[src/hw/rtl/lswa_pkg.sv]
// ----------------------------------------------------------------------------
// lswa_pkg: shared types and constants of the LED segment wipe animation
// Register indexes, effect codes, configuration and queue word layouts.
// ----------------------------------------------------------------------------
package lswa_pkg;

  // configuration register indexes
  localparam logic [2:0] REG_SEGMENT_LENGTH = 3'd0;
  localparam logic [2:0] REG_TOTAL_STEPS    = 3'd1;
  localparam logic [2:0] REG_BASE_COLOR     = 3'd2;
  localparam logic [2:0] REG_EFFECT         = 3'd3;
  localparam logic [2:0] REG_INVERT         = 3'd4;
  localparam logic [2:0] REG_AFTERGLOW_Q8   = 3'd5;

  // effect codes
  localparam logic [2:0] EFF_IN_LEFT   = 3'd3;
  localparam logic [2:0] EFF_IN_MIDDLE = 3'd4;
  localparam logic [2:0] EFF_DOT_FLASH = 3'd5;

  localparam int QUEUE_DEPTH = 4;

  // base step of each wipe: out to right, out to left, in to right, in to left
  typedef enum logic [1:0] {
    WB_OUT_RIGHT,
    WB_OUT_LEFT,
    WB_IN_RIGHT,
    WB_IN_LEFT
  } base_t;

  typedef enum logic [1:0] {
    KIND_WIPE,
    KIND_MID,
    KIND_DOT,
    KIND_BLACK
  } kind_t;

  typedef enum logic [2:0] {
    F_IDLE,
    F_MICRO,
    F_LOAD1,
    F_DIV1,
    F_LOAD2,
    F_DIV2,
    F_PUSH
  } front_state_t;

  typedef struct packed {
    logic [6:0]  seg_len;
    logic [15:0] total;
    logic [23:0] color;
    logic [2:0]  effect;
    logic        invert;
    logic [7:0]  afterglow;
  } cfg_t;

  // one classified step, handed from front to back
  typedef struct packed {
    logic [6:0]  n;
    kind_t       kind;
    logic [6:0]  len;
    logic [18:0] b1;
    logic [18:0] b2;
    logic [8:0]  front1;
    logic [8:0]  front2;
    logic [15:0] micro;
    logic [15:0] dim;
    logic [15:0] mlen;
    logic [23:0] color;
    logic [20:0] dot_num;
    logic [15:0] dot_den;
    logic        dot_flip;
    logic [5:0]  dot_pos;
    logic        dot_two;
  } item_t;

endpackage

[src/hw/rtl/lswa_front.sv]
// ----------------------------------------------------------------------------
// lswa_front: step classifier
// Takes one step, works out the wipe geometry with a shared iterative
// divider (micro step and the wipe fronts) and pushes one queue word,
// unless the segment length is 0.
module lswa_front #(
  parameter int MAX_LEDS = 32
) (
  input  logic              clk,
  input  logic              rst,
  input  logic              in_valid,
  input  logic [17:0]       in_step,
  input  lswa_pkg::cfg_t    cfg,
  input  logic              q_full,
  output logic              take,
  output logic              push,
  output lswa_pkg::item_t   item
);

  lswa_pkg::front_state_t state, state_next;

  // decode of a new step
  logic [6:0]          n_new, len_new;
  logic [15:0]         t_new, h_new;
  logic [14:0]         tail_prod;
  logic [7:0]          span_new;
  logic signed [18:0]  s_new, t19, h19;
  lswa_pkg::kind_t     kind_new;
  logic [1:0]          inv2;
  logic signed [18:0]  b1_new, b2_new;
  logic signed [20:0]  dnum_new;
  logic [15:0]         dden_new;
  logic                dflip_new;

  // held step
  logic [6:0]          n, len;
  lswa_pkg::kind_t     kind;
  logic [15:0]         t;
  logic [6:0]          tail;
  logic [7:0]          span;
  logic [18:0]         b1, b2;
  logic [23:0]         color;
  logic [20:0]         dot_num;
  logic [15:0]         dot_den;
  logic                dot_flip;
  logic [5:0]          dot_pos;
  logic                dot_two;
  logic [15:0]         micro;
  logic [8:0]          front1, front2;

  // divider
  logic [24:0]         rem;
  logic [15:0]         dvs;
  logic [3:0]          k;
  logic [15:0]         q;
  logic                neg;
  logic [30:0]         dshift;
  logic                dge;
  logic [24:0]         rem_sub;
  logic [15:0]         q_new;
  logic                fsat;
  logic                fdone;
  logic [7:0]          fmag;
  logic [8:0]          fval;
  logic signed [18:0]  bsel;
  logic signed [27:0]  prod;
  logic [27:0]         prod_mag;
  logic [22:0]         dim_prod, mlen_prod;

  function automatic logic signed [18:0] wipe_base(input lswa_pkg::base_t bk,
                                                   input logic signed [18:0] s,
                                                   input logic signed [18:0] tt);
    unique case (bk)
      lswa_pkg::WB_OUT_RIGHT: wipe_base = s;
      lswa_pkg::WB_OUT_LEFT:  wipe_base = -s;
      lswa_pkg::WB_IN_RIGHT:  wipe_base = s - tt;
      lswa_pkg::WB_IN_LEFT:   wipe_base = tt - s;
      default:                wipe_base = s;
    endcase
  endfunction

  always_comb begin
    n_new = (cfg.seg_len > 7'(MAX_LEDS)) ? 7'(MAX_LEDS) : cfg.seg_len;
    t_new = (cfg.total < 16'd2) ? 16'd2 : cfg.total;
    len_new = (cfg.effect == lswa_pkg::EFF_IN_MIDDLE) ? (n_new >> 1) : n_new;
    tail_prod = 15'(len_new) * 15'(cfg.afterglow);
    span_new = {1'b0, len_new} + {1'b0, tail_prod[14:8]};
    s_new = $signed({in_step[17], in_step});
    t19 = $signed({3'b000, t_new});
    h_new = t_new >> 1;
    h19 = $signed({3'b000, h_new});
    inv2 = {1'b0, cfg.invert};

    priority if (cfg.effect <= lswa_pkg::EFF_IN_LEFT) begin
      kind_new = lswa_pkg::KIND_WIPE;
    end else if (cfg.effect == lswa_pkg::EFF_IN_MIDDLE) begin
      kind_new = (len_new == 7'd0) ? lswa_pkg::KIND_BLACK : lswa_pkg::KIND_MID;
    end else if (cfg.effect == lswa_pkg::EFF_DOT_FLASH) begin
      kind_new = lswa_pkg::KIND_DOT;
    end else begin
      kind_new = lswa_pkg::KIND_BLACK;
    end

    if (kind_new == lswa_pkg::KIND_MID) begin
      b1_new = wipe_base(lswa_pkg::base_t'(2'(lswa_pkg::WB_IN_RIGHT) ^ inv2), s_new, t19);
      b2_new = wipe_base(lswa_pkg::base_t'(2'(lswa_pkg::WB_IN_LEFT) ^ inv2), s_new, t19);
    end else begin
      b1_new = wipe_base(lswa_pkg::base_t'(cfg.effect[1:0] ^ inv2), s_new, t19);
      b2_new = b1_new;
    end

    // dot flash: rising half fades in to full, falling half fades out
    if (s_new < h19) begin
      dnum_new = 21'(s_new);
      dden_new = h_new;
      dflip_new = 1'b1;
    end else begin
      dnum_new = 21'(s_new - h19);
      dden_new = t_new - h_new;
      dflip_new = 1'b0;
    end
  end

  // shared restoring divider, one quotient bit a cycle
  always_comb begin
    dshift = {15'd0, dvs} << k;
    dge = {6'd0, rem} >= dshift;
    rem_sub = rem - dshift[24:0];
    q_new = dge ? (q | (16'd1 << k)) : q;
    // a front beyond 127 LEDs only matters as "far away"
    fsat = (state == lswa_pkg::F_DIV1 || state == lswa_pkg::F_DIV2) && (k == 4'd7) && dge;
    fdone = fsat || (k == 4'd0);
    fmag = fsat ? 8'd128 : q_new[7:0];
    fval = neg ? (9'd0 - {1'b0, fmag}) : {1'b0, fmag};
    bsel = (state == lswa_pkg::F_LOAD2) ? $signed(b2) : $signed(b1);
    prod = 28'(bsel) * $signed({20'd0, 8'(span + 8'd1)});
    prod_mag = prod[27] ? (28'd0 - prod) : prod;
    dim_prod = 23'(micro) * 23'(tail);
    mlen_prod = 23'(micro) * 23'(len);
  end

  always_comb begin
    state_next = state;
    take = 1'b0;
    push = 1'b0;
    unique case (state)
      lswa_pkg::F_IDLE: begin
        take = in_valid;
        if (in_valid && n_new != 7'd0) begin
          if (kind_new == lswa_pkg::KIND_WIPE || kind_new == lswa_pkg::KIND_MID) begin
            state_next = lswa_pkg::F_MICRO;
          end else begin
            state_next = lswa_pkg::F_PUSH;
          end
        end
      end
      lswa_pkg::F_MICRO: begin
        if (k == 4'd0) begin
          state_next = lswa_pkg::F_LOAD1;
        end
      end
      lswa_pkg::F_LOAD1: state_next = lswa_pkg::F_DIV1;
      lswa_pkg::F_DIV1: begin
        if (fdone) begin
          state_next = (kind == lswa_pkg::KIND_MID) ? lswa_pkg::F_LOAD2 : lswa_pkg::F_PUSH;
        end
      end
      lswa_pkg::F_LOAD2: state_next = lswa_pkg::F_DIV2;
      lswa_pkg::F_DIV2: begin
        if (fdone) begin
          state_next = lswa_pkg::F_PUSH;
        end
      end
      lswa_pkg::F_PUSH: begin
        push = !q_full;
        if (!q_full) begin
          state_next = lswa_pkg::F_IDLE;
        end
      end
      default: state_next = lswa_pkg::F_IDLE;
    endcase
  end

  always_ff @(posedge clk) begin
    if (rst) begin
      state <= lswa_pkg::F_IDLE;
    end else begin
      state <= state_next;
    end
  end

  always_ff @(posedge clk) begin
    unique case (state)
      lswa_pkg::F_IDLE: begin
        if (in_valid) begin
          n <= n_new;
          len <= len_new;
          kind <= kind_new;
          t <= t_new;
          tail <= tail_prod[14:8];
          span <= span_new;
          b1 <= b1_new;
          b2 <= b2_new;
          color <= cfg.color;
          dot_num <= dnum_new;
          dot_den <= dden_new;
          dot_flip <= dflip_new;
          dot_pos <= 6'((n_new - 7'd1) >> 1);
          dot_two <= ~n_new[0];
          rem <= {9'd0, t_new};
          dvs <= {8'd0, span_new};
          k <= 4'd15;
          q <= '0;
        end
      end
      lswa_pkg::F_MICRO: begin
        if (dge) begin
          rem <= rem_sub;
        end
        q <= q_new;
        k <= k - 4'd1;
        if (k == 4'd0) begin
          micro <= q_new;
        end
      end
      lswa_pkg::F_LOAD1, lswa_pkg::F_LOAD2: begin
        rem <= prod_mag[24:0];
        neg <= prod[27];
        dvs <= t;
        k <= 4'd7;
        q <= '0;
      end
      lswa_pkg::F_DIV1: begin
        if (dge) begin
          rem <= rem_sub;
        end
        q <= q_new;
        k <= k - 4'd1;
        if (fdone) begin
          front1 <= fval;
        end
      end
      lswa_pkg::F_DIV2: begin
        if (dge) begin
          rem <= rem_sub;
        end
        q <= q_new;
        k <= k - 4'd1;
        if (fdone) begin
          front2 <= fval;
        end
      end
      default: ;
    endcase
  end

  always_comb begin
    item.n = n;
    item.kind = kind;
    item.len = len;
    item.b1 = b1;
    item.b2 = b2;
    item.front1 = front1;
    item.front2 = front2;
    item.micro = micro;
    item.dim = dim_prod[15:0];
    item.mlen = mlen_prod[15:0];
    item.color = color;
    item.dot_num = dot_num;
    item.dot_den = dot_den;
    item.dot_flip = dot_flip;
    item.dot_pos = dot_pos;
    item.dot_two = dot_two;
  end

endmodule

[src/hw/rtl/lswa_queue.sv]
// ----------------------------------------------------------------------------
// lswa_queue: step queue
// Short FIFO of classified steps between the classifier and the LED engine.
// ----------------------------------------------------------------------------
module lswa_queue (
  input  logic            clk,
  input  logic            rst,
  input  logic            push,
  input  lswa_pkg::item_t din,
  input  logic            pop,
  output lswa_pkg::item_t dout,
  output logic            full,
  output logic            empty
);

  localparam int DEPTH = lswa_pkg::QUEUE_DEPTH;
  localparam int PTR_W = $clog2(DEPTH);

  lswa_pkg::item_t  words [DEPTH];
  logic [PTR_W-1:0] wr, rd;
  logic [PTR_W:0]   count;
  logic             do_push, do_pop;

  assign full = count == (PTR_W + 1)'(DEPTH);
  assign empty = count == '0;
  assign do_push = push && !full;
  assign do_pop = pop && !empty;
  assign dout = words[rd];

  always_ff @(posedge clk) begin
    if (do_push) begin
      words[wr] <= din;
    end
  end

  always_ff @(posedge clk) begin
    if (rst) begin
      wr <= '0;
      rd <= '0;
      count <= '0;
    end else begin
      if (do_push) begin
        wr <= wr + 1'b1;
      end
      if (do_pop) begin
        rd <= rd + 1'b1;
      end
      if (do_push && !do_pop) begin
        count <= count + 1'b1;
      end else if (do_pop && !do_push) begin
        count <= count - 1'b1;
      end
    end
  end

endmodule

[src/hw/rtl/lswa_back.sv]
// ----------------------------------------------------------------------------
// lswa_back: LED engine
// Walks the LEDs of the queue head one a cycle and runs each through a
// classify stage, an 8-stage fade divider and the colour scaler.
// ----------------------------------------------------------------------------
module lswa_back (
  input  logic            clk,
  input  logic            rst,
  input  logic            q_empty,
  input  lswa_pkg::item_t head,
  output logic            pop,
  output logic            strobe,
  output logic [5:0]      led_index,
  output logic [7:0]      red,
  output logic [7:0]      green,
  output logic [7:0]      blue,
  output logic            last
);

  typedef enum logic [1:0] {
    MODE_ZERO,
    MODE_BLACK,
    MODE_FADE
  } mode_t;

  typedef struct packed {
    logic [5:0]  idx;
    logic        last;
    logic        wipe;
    logic        dot;
    logic [6:0]  j;
    logic [18:0] b;
    logic [8:0]  front;
    logic [6:0]  len;
    logic [15:0] start;
    logic [15:0] mlen;
    logic [15:0] dim;
    logic [20:0] dot_num;
    logic [15:0] dot_den;
    logic        dot_flip;
    logic [23:0] color;
  } s0_t;

  typedef struct packed {
    logic [5:0]  idx;
    logic        last;
    logic [23:0] color;
    mode_t       mode;
    logic [20:0] num;
    logic [15:0] den;
    logic        flip;
  } cls_t;

  typedef struct packed {
    logic [5:0]  idx;
    logic        last;
    logic [23:0] color;
    logic        black;
    logic        flip;
    logic        fixed;
    logic [7:0]  fixv;
    logic [23:0] rem;
    logic [15:0] den;
    logic [7:0]  q;
  } div_t;

  // LED sequencer
  logic [5:0]  i;
  logic [6:0]  i7, j_sel;
  logic        issue, last_led, in_wipe, sel2, dot_hit;
  logic [22:0] start_prod;

  s0_t         s0;
  logic        s0_valid;
  cls_t        c1, c1_next;
  logic        c1_valid;
  div_t        dv [9];
  div_t        dv_n [8];
  logic [8:0]  dv_valid;
  div_t        pre;

  always_comb begin
    issue = !q_empty;
    i7 = {1'b0, i};
    last_led = i7 == (head.n - 7'd1);
    in_wipe = 1'b0;
    sel2 = 1'b0;
    j_sel = i7;
    dot_hit = 1'b0;
    unique case (head.kind)
      lswa_pkg::KIND_WIPE: in_wipe = 1'b1;
      lswa_pkg::KIND_MID: begin
        if (i7 < head.len) begin
          in_wipe = 1'b1;
        end else if ({1'b0, i7} < {head.len, 1'b0}) begin
          in_wipe = 1'b1;
          sel2 = 1'b1;
          j_sel = i7 - head.len;
        end
      end
      lswa_pkg::KIND_DOT: begin
        dot_hit = (i == head.dot_pos) ||
                  (head.dot_two && i7 == ({1'b0, head.dot_pos} + 7'd1));
      end
      default: ;
    endcase
    start_prod = 23'(head.micro) * 23'(j_sel);
    pop = issue && last_led;
  end

  always_ff @(posedge clk) begin
    if (rst) begin
      i <= '0;
      s0_valid <= 1'b0;
    end else begin
      s0_valid <= issue;
      if (issue) begin
        i <= last_led ? 6'd0 : i + 6'd1;
      end
    end
  end

  always_ff @(posedge clk) begin
    s0.idx <= i;
    s0.last <= last_led;
    s0.wipe <= in_wipe;
    s0.dot <= dot_hit;
    s0.j <= j_sel;
    s0.b <= sel2 ? head.b2 : head.b1;
    s0.front <= sel2 ? head.front2 : head.front1;
    s0.len <= head.len;
    s0.start <= start_prod[15:0];
    s0.mlen <= head.mlen;
    s0.dim <= head.dim;
    s0.dot_num <= head.dot_num;
    s0.dot_den <= head.dot_den;
    s0.dot_flip <= head.dot_flip;
    s0.color <= head.color;
  end

  // classify against the wipe front
  logic signed [9:0]  f10, fl, jj;
  logic signed [20:0] bx, behind_num, ahead_num;

  always_comb begin
    f10 = $signed({s0.front[8], s0.front});
    fl = f10 + $signed({3'b000, s0.len});
    jj = $signed({3'b000, s0.j});
    bx = $signed({{2{s0.b[18]}}, s0.b});
    behind_num = bx - $signed({5'd0, s0.start});
    ahead_num = $signed({5'd0, s0.start}) - $signed({5'd0, s0.mlen}) - bx;
    c1_next.idx = s0.idx;
    c1_next.last = s0.last;
    c1_next.color = s0.color;
    c1_next.mode = MODE_BLACK;
    c1_next.num = '0;
    c1_next.den = s0.dim;
    c1_next.flip = 1'b0;
    if (s0.wipe) begin
      if (f10 <= jj && fl > jj) begin
        c1_next.mode = MODE_ZERO;
      end else if (jj < fl) begin
        c1_next.num = behind_num;
        c1_next.mode = behind_num[20] ? MODE_ZERO : MODE_FADE;
      end else begin
        c1_next.num = ahead_num;
        c1_next.mode = ahead_num[20] ? MODE_ZERO : MODE_FADE;
      end
    end else if (s0.dot) begin
      c1_next.mode = MODE_FADE;
      c1_next.num = s0.dot_num;
      c1_next.den = s0.dot_den;
      c1_next.flip = s0.dot_flip;
    end
  end

  always_ff @(posedge clk) begin
    c1 <= c1_next;
  end

  // settle the saturated cases, else set up num * 255 for the divider
  always_comb begin
    pre.idx = c1.idx;
    pre.last = c1.last;
    pre.color = c1.color;
    pre.black = 1'b0;
    pre.flip = c1.flip;
    pre.fixed = 1'b1;
    pre.fixv = 8'd0;
    pre.rem = ({8'd0, c1.num[15:0]} << 8) - {8'd0, c1.num[15:0]};
    pre.den = c1.den;
    pre.q = 8'd0;
    unique case (c1.mode)
      MODE_BLACK: pre.black = 1'b1;
      MODE_FADE: begin
        priority if (c1.den == 16'd0) begin
          pre.fixv = 8'd255;
        end else if (c1.num[20] || c1.num == 21'd0) begin
          pre.fixv = 8'd0;
        end else if ($signed(c1.num) >= $signed({5'd0, c1.den})) begin
          pre.fixv = 8'd255;
        end else begin
          pre.fixed = 1'b0;
        end
      end
      default: ;
    endcase
  end

  always_ff @(posedge clk) begin
    if (rst) begin
      c1_valid <= 1'b0;
      dv_valid <= '0;
    end else begin
      c1_valid <= s0_valid;
      dv_valid <= {dv_valid[7:0], c1_valid};
    end
  end

  // one quotient bit per stage, most significant first
  always_comb begin
    for (int g = 0; g < 8; g++) begin
      dv_n[g] = dv[g];
      if (dv[g].rem >= ({8'd0, dv[g].den} << (7 - g))) begin
        dv_n[g].rem = dv[g].rem - ({8'd0, dv[g].den} << (7 - g));
        dv_n[g].q[3'(7 - g)] = 1'b1;
      end
    end
  end

  always_ff @(posedge clk) begin
    dv[0] <= pre;
    for (int g = 0; g < 8; g++) begin
      dv[g + 1] <= dv_n[g];
    end
  end

  // scale the colour
  logic [7:0]  d_raw, d;
  logic [8:0]  keep;
  logic [16:0] pr, pg, pb;

  always_comb begin
    d_raw = dv[8].fixed ? dv[8].fixv : dv[8].q;
    d = dv[8].flip ? (8'd255 - d_raw) : d_raw;
    keep = 9'd256 - {1'b0, d};
    pr = 17'(dv[8].color[23:16]) * 17'(keep);
    pg = 17'(dv[8].color[15:8]) * 17'(keep);
    pb = 17'(dv[8].color[7:0]) * 17'(keep);
  end

  always_ff @(posedge clk) begin
    if (rst) begin
      strobe <= 1'b0;
    end else begin
      strobe <= dv_valid[8];
    end
  end

  always_ff @(posedge clk) begin
    led_index <= dv[8].idx;
    last <= dv[8].last;
    red <= dv[8].black ? 8'd0 : pr[15:8];
    green <= dv[8].black ? 8'd0 : pg[15:8];
    blue <= dv[8].black ? 8'd0 : pb[15:8];
  end

endmodule

[src/hw/rtl/led_segment_wipe_animation.sv]
// ----------------------------------------------------------------------------
// led_segment_wipe_animation: LED segment wipe animation top level
// Turns an animation step into one colour word per LED of the segment.
// ----------------------------------------------------------------------------
// Usage:
//   Write the six registers through cfg_we / cfg_index / cfg_wdata while the
//   block is idle. Present a step with start; it is taken on a clock edge
//   where start is high and busy is low. busy rises for the cycle after a
//   take and drops as soon as the classifier picks the step up.
//   For each step the block emits segment_length words (capped at MAX_LEDS),
//   LED 0 first, one per cycle on strobe, with last set on the final LED.
//   A segment length of 0 emits nothing. Words cannot be held off.
// Timing:
//   The classifier pushes a dot flash or black step without the divider; a
//   wipe or in-to-middle step first runs its serial divider (one quotient
//   bit a cycle) for the micro step and one or both fronts. The LED engine
//   emits one LED per cycle while the queue holds a step; the classifier can
//   meanwhile take the next step if the queue has room. A step's first word
//   passes the sequencer, classify, divider and output registers.
//   Reset clears the registers to their defaults and empties the pipeline.
// ----------------------------------------------------------------------------
module led_segment_wipe_animation #(
  parameter int MAX_LEDS = 32
) (
  input  logic               clk,
  input  logic               rst,
  input  logic               start,
  output logic               busy,
  input  logic signed [17:0] step,
  input  logic               cfg_we,
  input  logic [2:0]         cfg_index,
  input  logic [23:0]        cfg_wdata,
  output logic               strobe,
  output logic [5:0]         led_index,
  output logic [7:0]         red,
  output logic [7:0]         green,
  output logic [7:0]         blue,
  output logic               last
);

  lswa_pkg::cfg_t  cfg;
  logic            in_valid;
  logic [17:0]     in_step;
  logic            take;
  logic            q_push, q_pop, q_full, q_empty;
  lswa_pkg::item_t q_din, q_dout;

  always_ff @(posedge clk) begin
    if (rst) begin
      cfg.seg_len <= 7'd1;
      cfg.total <= 16'd100;
      cfg.color <= 24'hFFFFFF;
      cfg.effect <= 3'd0;
      cfg.invert <= 1'b0;
      cfg.afterglow <= 8'd128;
    end else if (cfg_we) begin
      unique case (cfg_index)
        lswa_pkg::REG_SEGMENT_LENGTH: cfg.seg_len <= cfg_wdata[6:0];
        lswa_pkg::REG_TOTAL_STEPS:    cfg.total <= cfg_wdata[15:0];
        lswa_pkg::REG_BASE_COLOR:     cfg.color <= cfg_wdata;
        lswa_pkg::REG_EFFECT:         cfg.effect <= cfg_wdata[2:0];
        lswa_pkg::REG_INVERT:         cfg.invert <= cfg_wdata[0];
        lswa_pkg::REG_AFTERGLOW_Q8:   cfg.afterglow <= cfg_wdata[7:0];
        default: ;
      endcase
    end
  end

  // one-word input buffer
  assign busy = in_valid;

  always_ff @(posedge clk) begin
    if (rst) begin
      in_valid <= 1'b0;
    end else if (start && !in_valid) begin
      in_valid <= 1'b1;
    end else if (take) begin
      in_valid <= 1'b0;
    end
  end

  always_ff @(posedge clk) begin
    if (start && !in_valid) begin
      in_step <= step;
    end
  end

  lswa_front #(
    .MAX_LEDS(MAX_LEDS)
  ) u_front (
    .clk(clk),
    .rst(rst),
    .in_valid(in_valid),
    .in_step(in_step),
    .cfg(cfg),
    .q_full(q_full),
    .take(take),
    .push(q_push),
    .item(q_din)
  );

  lswa_queue u_queue (
    .clk(clk),
    .rst(rst),
    .push(q_push),
    .din(q_din),
    .pop(q_pop),
    .dout(q_dout),
    .full(q_full),
    .empty(q_empty)
  );

  lswa_back u_back (
    .clk(clk),
    .rst(rst),
    .q_empty(q_empty),
    .head(q_dout),
    .pop(q_pop),
    .strobe(strobe),
    .led_index(led_index),
    .red(red),
    .green(green),
    .blue(blue),
    .last(last)
  );

`ifndef SYNTHESIS
  a_led_run: assert property (@(posedge clk) disable iff (rst)
    strobe && !last |=> strobe && led_index == $past(led_index) + 6'd1)
    else $error("LED words of one step are not contiguous");

  a_no_overflow: assert property (@(posedge clk) disable iff (rst)
    q_push |-> !q_full)
    else $error("step queue written while full");

  a_take_busy: assert property (@(posedge clk) disable iff (rst)
    start && !busy |=> busy)
    else $error("taken step not held in input buffer");
`endif

endmodule
[config.mk]
export PLATFORM = sky130hd
export DESIGN_NAME = led_segment_wipe_animation
export DESIGN_NICKNAME = d
export VERILOG_FILES = /design/src/hw/rtl/lswa_pkg.sv /design/src/hw/rtl/lswa_front.sv /design/src/hw/rtl/lswa_queue.sv /design/src/hw/rtl/lswa_back.sv /design/src/hw/rtl/led_segment_wipe_animation.sv
export SDC_FILE = /design/constraint.sdc
export NUM_CORES = 2
export LEC_CHECK = 0
export BUFFER_PORTS_ARGS = -buffer_cell sky130_fd_sc_hd__buf_4
export CAP_MARGIN = 20
export CORE_ASPECT_RATIO = 0.8
export CORE_UTILIZATION = 32
export CTS_CLUSTER_DIAMETER = 30
export DETAILED_ROUTE_END_ITERATION = 12
export PLACE_DENSITY = 0.53
export SLEW_MARGIN = 40
export SYNTH_ARGS = -nofsm -noshare
export SYNTH_HDL_FRONTEND = slang
export SYNTH_HIERARCHICAL = 1
export SYNTH_SLANG_ARGS = --single-unit
[constraint.sdc]
create_clock -name clk -period 17.8 [get_ports clk]
set_clock_uncertainty 0.15 [all_clocks]
set_input_delay 0.89 -clock clk [delete_from_list [all_inputs] [get_ports clk]]
set_output_delay 0.89 -clock clk [all_outputs]
set_load 0.03 [all_outputs]
== Yosys cells after proc, flatten, opt, wreduce, memory -nomap -nowiden ==
Memory sizes are Yosys's and may differ from the RTL's. A register that Yosys moved wholly into a read port is not among the register bits.
Index checks and enable logic that the tools add are counted.
Storage, ports and cells
  register bits: 619
  bits in latches: 0
  RAM bits: 1566
  bits in read-only memories: 0
  output and inout bits: 33
  logic and storage cells: 319
  memories kept: 2
Operators by class
  add/sub/neg operators: 35
  $mul: 8
  div/mod/pow operators: 0
  order comparisons: 19
  equal/unequal tests: 37
  shifts and indexed selects: 2
  muxes and demuxes: 88
  bitwise logic cells: 6
  reductions and logical operators: 55
Memory list
  u_back.dv: words 9, bits a word 90, read ports 9, clocked after Yosys merged registers in 0, wr ports 9, RTL line lswa_back.sv:77  | div_t dv [9];
  u_queue.words: words 4, bits a word 189, read ports 1, clocked after Yosys merged registers in 1, wr ports 1, RTL line lswa_queue.sv:19  | lswa_pkg::item_t words [DEPTH];
Operators by type and width (count)
  $mux 24: 8
  $pmux 19 s4: 2
  $mux 19: 4
  $mux 25: 3
  $pmux 25 s3: 1
  $mux 16: 4
  $pmux 19 s3: 1
  $mul 16x7->16: 3
  $mul 8x9->16: 3
  $mux 8: 6
  $pmux 16 s3: 1
  $sub 24x16->24: 2
  $mux 23: 2
  $mux 21: 2
  $mux 40: 1
  $mux 7: 5
  $pmux 16 s2: 1
  $ge 25x31->1: 1
  $shl 16x4->31: 1
  $mul 19x9->28: 1
  $mux 9: 3
  $sub 1x25->25 const A: 1
  $sub 25x25->25: 1
  $eq 3x3->1 const B: 8
  89 further kinds: 185

== Logic depth before layout (Yosys ltp) ==
  word-level depth: 12
  gate-level depth with buffers: 30
  mapped depth without buffers: 29

== By module ==
Netlist, hierarchy kept.
Modules (own cells, without submodules)
  lswa_back: instances 1, cells each 3966, area each 40928.0 sq um, sequential area each 18537.8 sq um
  lswa_front: instances 1, cells each 3064, area each 28507.3 sq um, sequential area each 7477.2 sq um
  lswa_queue: instances 1, cells each 1035, area each 27705.3 sq um, sequential area each 22881.9 sq um
  led_segment_wipe_animation: instances 1, cells each 264, area each 3002.9 sq um, sequential area each 1741.7 sq um

== Worst setup path after synthesis ==
Ideal clock, no wire load.
  kind: reg-to-reg
  start point: reg u_front.state[1]
  end point: reg u_front.rem[24] (data pin)
  arrival: 6.742 ns
  setup slack: 10.637 ns
  cell stages (with the launch flop): 24
  buffers on the path: 3
  clock period less this slack: 7.163 ns
  cells stage by stage: dfxtp_1 clkbuf_1 inv_1 and3_1 clkbuf_1 buf_1 mux2i_1 or2_2 fa_1 inv_1 fa_1 fa_1 fa_1 ha_1 a21o_1 a2111oi_4 nor2_2 a311o_1 a21oi_2 nor3b_1 or4b_4 o41ai_2 xnor2_1 o22ai_1
On the way
  longest elaborated chain between the ends: 6
  elaborated cells between the ends (all ways): 13
  those cells by class: add/sub: 1; mul: 1; eq/ne: 5; mux: 3; reduce/logical: 3
RTL lines
  from (decl): RTL line lswa_front.sv:20  | lswa_pkg::front_state_t state, state_next;
  from (signal assigned): RTL line lswa_front.sv:186  | state <= lswa_pkg::F_IDLE;
  from (signal assigned): RTL line lswa_front.sv:188  | state <= state_next;
  $eq 3x3->1: RTL line lswa_front.sv:135, lswa_front.sv:193
  $mux 19: RTL line lswa_front.sv:135  | bsel = (state == lswa_pkg::F_LOAD2) ? $signed(b2) : $signed(b1);
  $mul 19x9->28: RTL line lswa_front.sv:136  | prod = 28'(bsel) * $signed({20'd0, 8'(span + 8'd1)});
  $sub 1x25->25: RTL line lswa_front.sv:137  | prod_mag = prod[27] ? (28'd0 - prod) : prod;
  $mux 25: RTL line lswa_front.sv:137
  $pmux 25 s3 (*): RTL line lswa_front.sv:193  | unique case (state)
  to (signal assigned): RTL line lswa_front.sv:210  | rem <= {9'd0, t_new};
  to (signal assigned): RTL line lswa_front.sv:218  | rem <= rem_sub;
  to (signal assigned): RTL line lswa_front.sv:227  | rem <= prod_mag[24:0];
  to (decl): RTL line lswa_front.sv:52  | logic [24:0] rem;
Every way passes the cells marked *; elsewhere a longest branch is shown, timed or not.
A chain may end at the register's enable or synchronous reset.

== Worst setup path in the final report ==
  start point: reg u_front.state[0]
  end point: reg u_front.rem[14] (data pin)
Same word-level chain as after synthesis.

==> metrics.md <==
| Metric | Value |
|---|---|
| Register bit total from synthesis | `2019` |
| Vias in the first global route | `64600` |
| Max incr delay on CP | `0.71 ns` |
| YS warnings | `6` |
| Antenna Violating Nets Remaining | `0` |
| Sinks on Clock Net | `2019` |
| Area growth, synth to finish | `18.1%` |
| Vias | `62500` |
| Post-synth ARST share | `0%` |
| Worst setup EP type | `flop` |
| Routed WL | `246 mm` |
| Post-detail-place hpwl | `176 mm` |
| Io pins | `82` |
| Num rows | `183` |
| Fin. max-slew vios | `0` |
| Mapped Area | `0.100 mm²` |
| Core area | `0.311 mm²` |
| CP Data Arrival Time | `8.76 ns` |
| Post-cts sizing count | `0` |
| Total track usage | `15.5%` |
| Main synth FF type | `edfxtp_1` |
| Main combinational cell family by area after synthesis | `adder cells` |
| CTS Buffer Depth | `4` |
| Violated checks | `design-rule violations` |
| Worst Max-Slew Pin Slew | `0.899 ns` |
| Post-synthesis mux area share | `6.77%` |
| Worst hold slack | `0.143 ns` |
| WP data required | `18.20 ns` |
| Worst min path class | `reg -> reg` |
| Post-Synth Simple-Gate Area | `9.91%` |
| IR drop worst, VDD | `0.000482 V` |
| Adder-Cell Fraction of Synth Area | `16.3%` |
| Register area share after synthesis | `50.6%` |
| Crit-path max FO | `24` |
| TritonCTS clock tree | `yes` |
| Initial DRT Pass Iterations | `11` |
| Slowest-stage cell, CP | `mux2i_1` |
| Synthesized netlist cell count | `8329` |
| Worst slew margin | `40.1%` |
| Worst skew pair latency | `0.88 ns` |
| Vias per cell | `4.78` |
| WL per Instance | `18.8 µm` |
| Post-route insts no fill | `13100` |
| Cells after DPL | `12400` |
| CTS Buf Count | `356` |
| F_max | `120 MHz` |
| Final Cycle Share | `47.0%` |
| Pwr dens | `169 mW/mm²` |
| Run status | `finished with violations` |
| Min cycle time layout | `8.37 ns` |
| Port-buffer cells | `81` |
| Avg Cell Area, Syn | `12.0 µm²` |
| Starting density of the core | `32.2%` |
| Synth unique cells | `112` |
| Largest net degree at the start of global routing | `77` |
| Total grt overflow | `0` |
| Compound-Gate Fraction of Synth Area | `7.75%` |
| Post-CTS Setup Inserts | `0` |
| Startpoint types | `flop` |
| TNS Setup | `0 ns` |
| Post-route setup slack | `9.43 ns` |
| Total Nets Final | `9719` |
| Die Height | `502 µm` |
| Number of flops mapped to enable cells by yosys | `1021` |
| Die outline area | `0.315 mm²` |
| Final core utilization | `38.0%` |
| Max-cap violations | `0` |
| RSZ-0062 raised after global routing | `false` |
| Final setup vio count | `0` |
| Fillers | `29900` |
| GPL Wtd Cong | `0.868` |
| Xor/xnor share of the synthesized area | `4.11%` |
| Initial antenna violation count | `20` |
| Critical path type | `reg -> reg` |
| Die width | `627 µm` |
| H-tree depth | `5` |
| Fraction of layout instances using a drive strength above 1 | `13.6%` |
| Initial drt markers | `4359` |
| Post-Place Setup Slack | `9.45 ns` |
| First-pass GRT wire length | `380 mm` |
| Worst-path clk slew | `0.06 ns` |
| Root buffer cell | `clkbuf_16` |
| Hold Violations, Final | `0` |
| DRC errors left | `2` |
| Critical path's most frequent cell | `inv_1` |
| P_leak | `0.0478 µW` |
-- synth_stat cells (17+ instances only) --
master    count  share of area, %
a21o_1      135               1.0
and2_1      255               1.6
buf_2        42              0.21
dfxtp_1     998                20
nand4_1      42              0.26
ha_1        599               7.5
a211oi_1     33              0.25
nor2_1      456               1.7
and3_1       25              0.16
mux2_2       89               1.0
nand2_1     615               2.3
mux4_2      195               4.4
nand2b_1    118              0.74
xor2_1      175               1.5
clkbuf_1    184              0.69
o21a_1       53              0.40
o31ai_1      36              0.27
a21oi_1     303               1.5
nor4_1       35              0.22
nor2b_1     125              0.78
nor3_1      114              0.57
or2_2        41              0.26
or3_1        30              0.19
o21ai_0     283               1.4
edfxtp_1   1021                31
o21bai_1     41              0.31
xnor2_1     293               2.6
a31o_2       17              0.15
a21boi_0     31              0.23
mux2i_1     136               1.4
fa_1        443               8.9
inv_1       891               3.3
a31oi_1      62              0.39
nand3_1      92              0.46
-- state kept, by name, indices dropped and copies added (netlist names), 16 cells and up, named ones only --
name             cells
cfg                 59
in_step             18
u_back/bx           19
u_back/c1           71
u_back/c1_next      31
u_back/dv          645
u_back/s0           95
u_front/b1          19
u_front/b2          18
u_front/color       24
u_front/dot_den     16
u_front/dot_num     19
u_front/dvs         16
u_front/micro       16
u_front/q           16
u_front/rem         25
u_front/t           16
u_queue/words      756
-- timing repair --
action                                  4_1_cts  5_1_grt
hold endpoints to repair                     18        0
hold buffers                                 18        0
endpoints found under the setup margin        0        0
-- area by class of cell --
type	count	area (µm²)	area share, %
Sequential cell	2019	50600	42.8
Clock inverter	229	2570	2.17
Inverter	895	3360	2.84
Timing Repair Buffer	197	1680	1.42
Clock buffer	423	9650	8.16
Tap cell	4162	5210	4.40
Multi-Input combinational cell	5159	45200	38.2
Antenna cell	3	7.51	0.00635
-- final timing paths --
kind / from / endpoint / slack [ns] / depth (start not counted)
worst min register to register: u_back/dv[2][153] / u_back/dv[3][63] / 0.14 / 0
worst min-delay path: u_back/dv[2][153] / u_back/dv[3][63] / 0.14 / 0
worst max-delay path: u_front/state[0] / u_front/rem[14] / 9.43 / 25
worst max register to register: u_front/state[0] / u_front/rem[14] / 9.43 / 25
-- cell usage in the layout (no fill, tap or decap), drive strengths merged, types with 25 or more instances in the layout --
| cell | count |
|---|---|
| fa | 443 |
| a31oi | 62 |
| mux4 | 195 |
| mux2 | 89 |
| xnor2 | 294 |
| edfxtp | 1021 |
| nor2b | 125 |
| inv | 964 |
| nor3 | 115 |
| nand2b | 118 |
| o21bai | 44 |
| clkinv | 89 |
| mux2i | 138 |
| or2 | 43 |
| and3 | 25 |
| bufinv | 29 |
| buf | 179 |
| clkinvlp | 42 |
| a21oi | 308 |
| and2 | 256 |
| nand3 | 92 |
| o21ai | 295 |
| ha | 599 |
| nand4 | 42 |
| a211oi | 34 |
| a21o | 135 |
| o31ai | 38 |
| a21boi | 32 |
| or3 | 30 |
| o21a | 53 |
| nor2 | 457 |
| clkbuf | 423 |
| dfxtp | 998 |
| nor4 | 36 |
| xor2 | 175 |
| nand2 | 615 |
-- cell families (layout without fill, tap and decap cells) --
kind of cell	count (synthesis)	count (layout)
simple gates	2025	2025
other cells	2	14
xor+xnor	469	469
fa+ha+maj	1042	1042
buf+inv	1160	1744
compound gates	1190	1190
flops	2019	2019
mux	422	422
-- critical path, delay by kind of cell, from the launching register on --
kind,cells,cell delay (ns)
muxes,1,0.71
xor gates and xnor gates,2,0.72
adders and majority gates,5,2.52
and+or+nand+nor,2,0.64
DFF,1,0.48
buffers and inverters,8,1.53
AOI/OAI and AO/OA,7,1.28
-- metal layers --
layer  up-vias  global-route usage [%]  wire length, µm
met1     31000                    22.4           118000
li1      29600                       -                -
met2      1546                    24.0           109000
met3       402                    2.31            12400
met5         -                       0               11
met4         2                    4.42             6420
-- stage by stage --
step	cell area, µm²	total power (µW)
floorplan	100000	11400
global placement	106000	13100
detailed placement	106000	13300
CTS	118000	20200
global route	118000	21300
finish	118000	19900
-- where the power goes --
group	switching, µW	total, µW	internal, µW
clock network	2420	6780	4360
logic	4470	7510	3040
registers	229	5660	5430
Note: power is estimated with default switching activity, not from simulation.
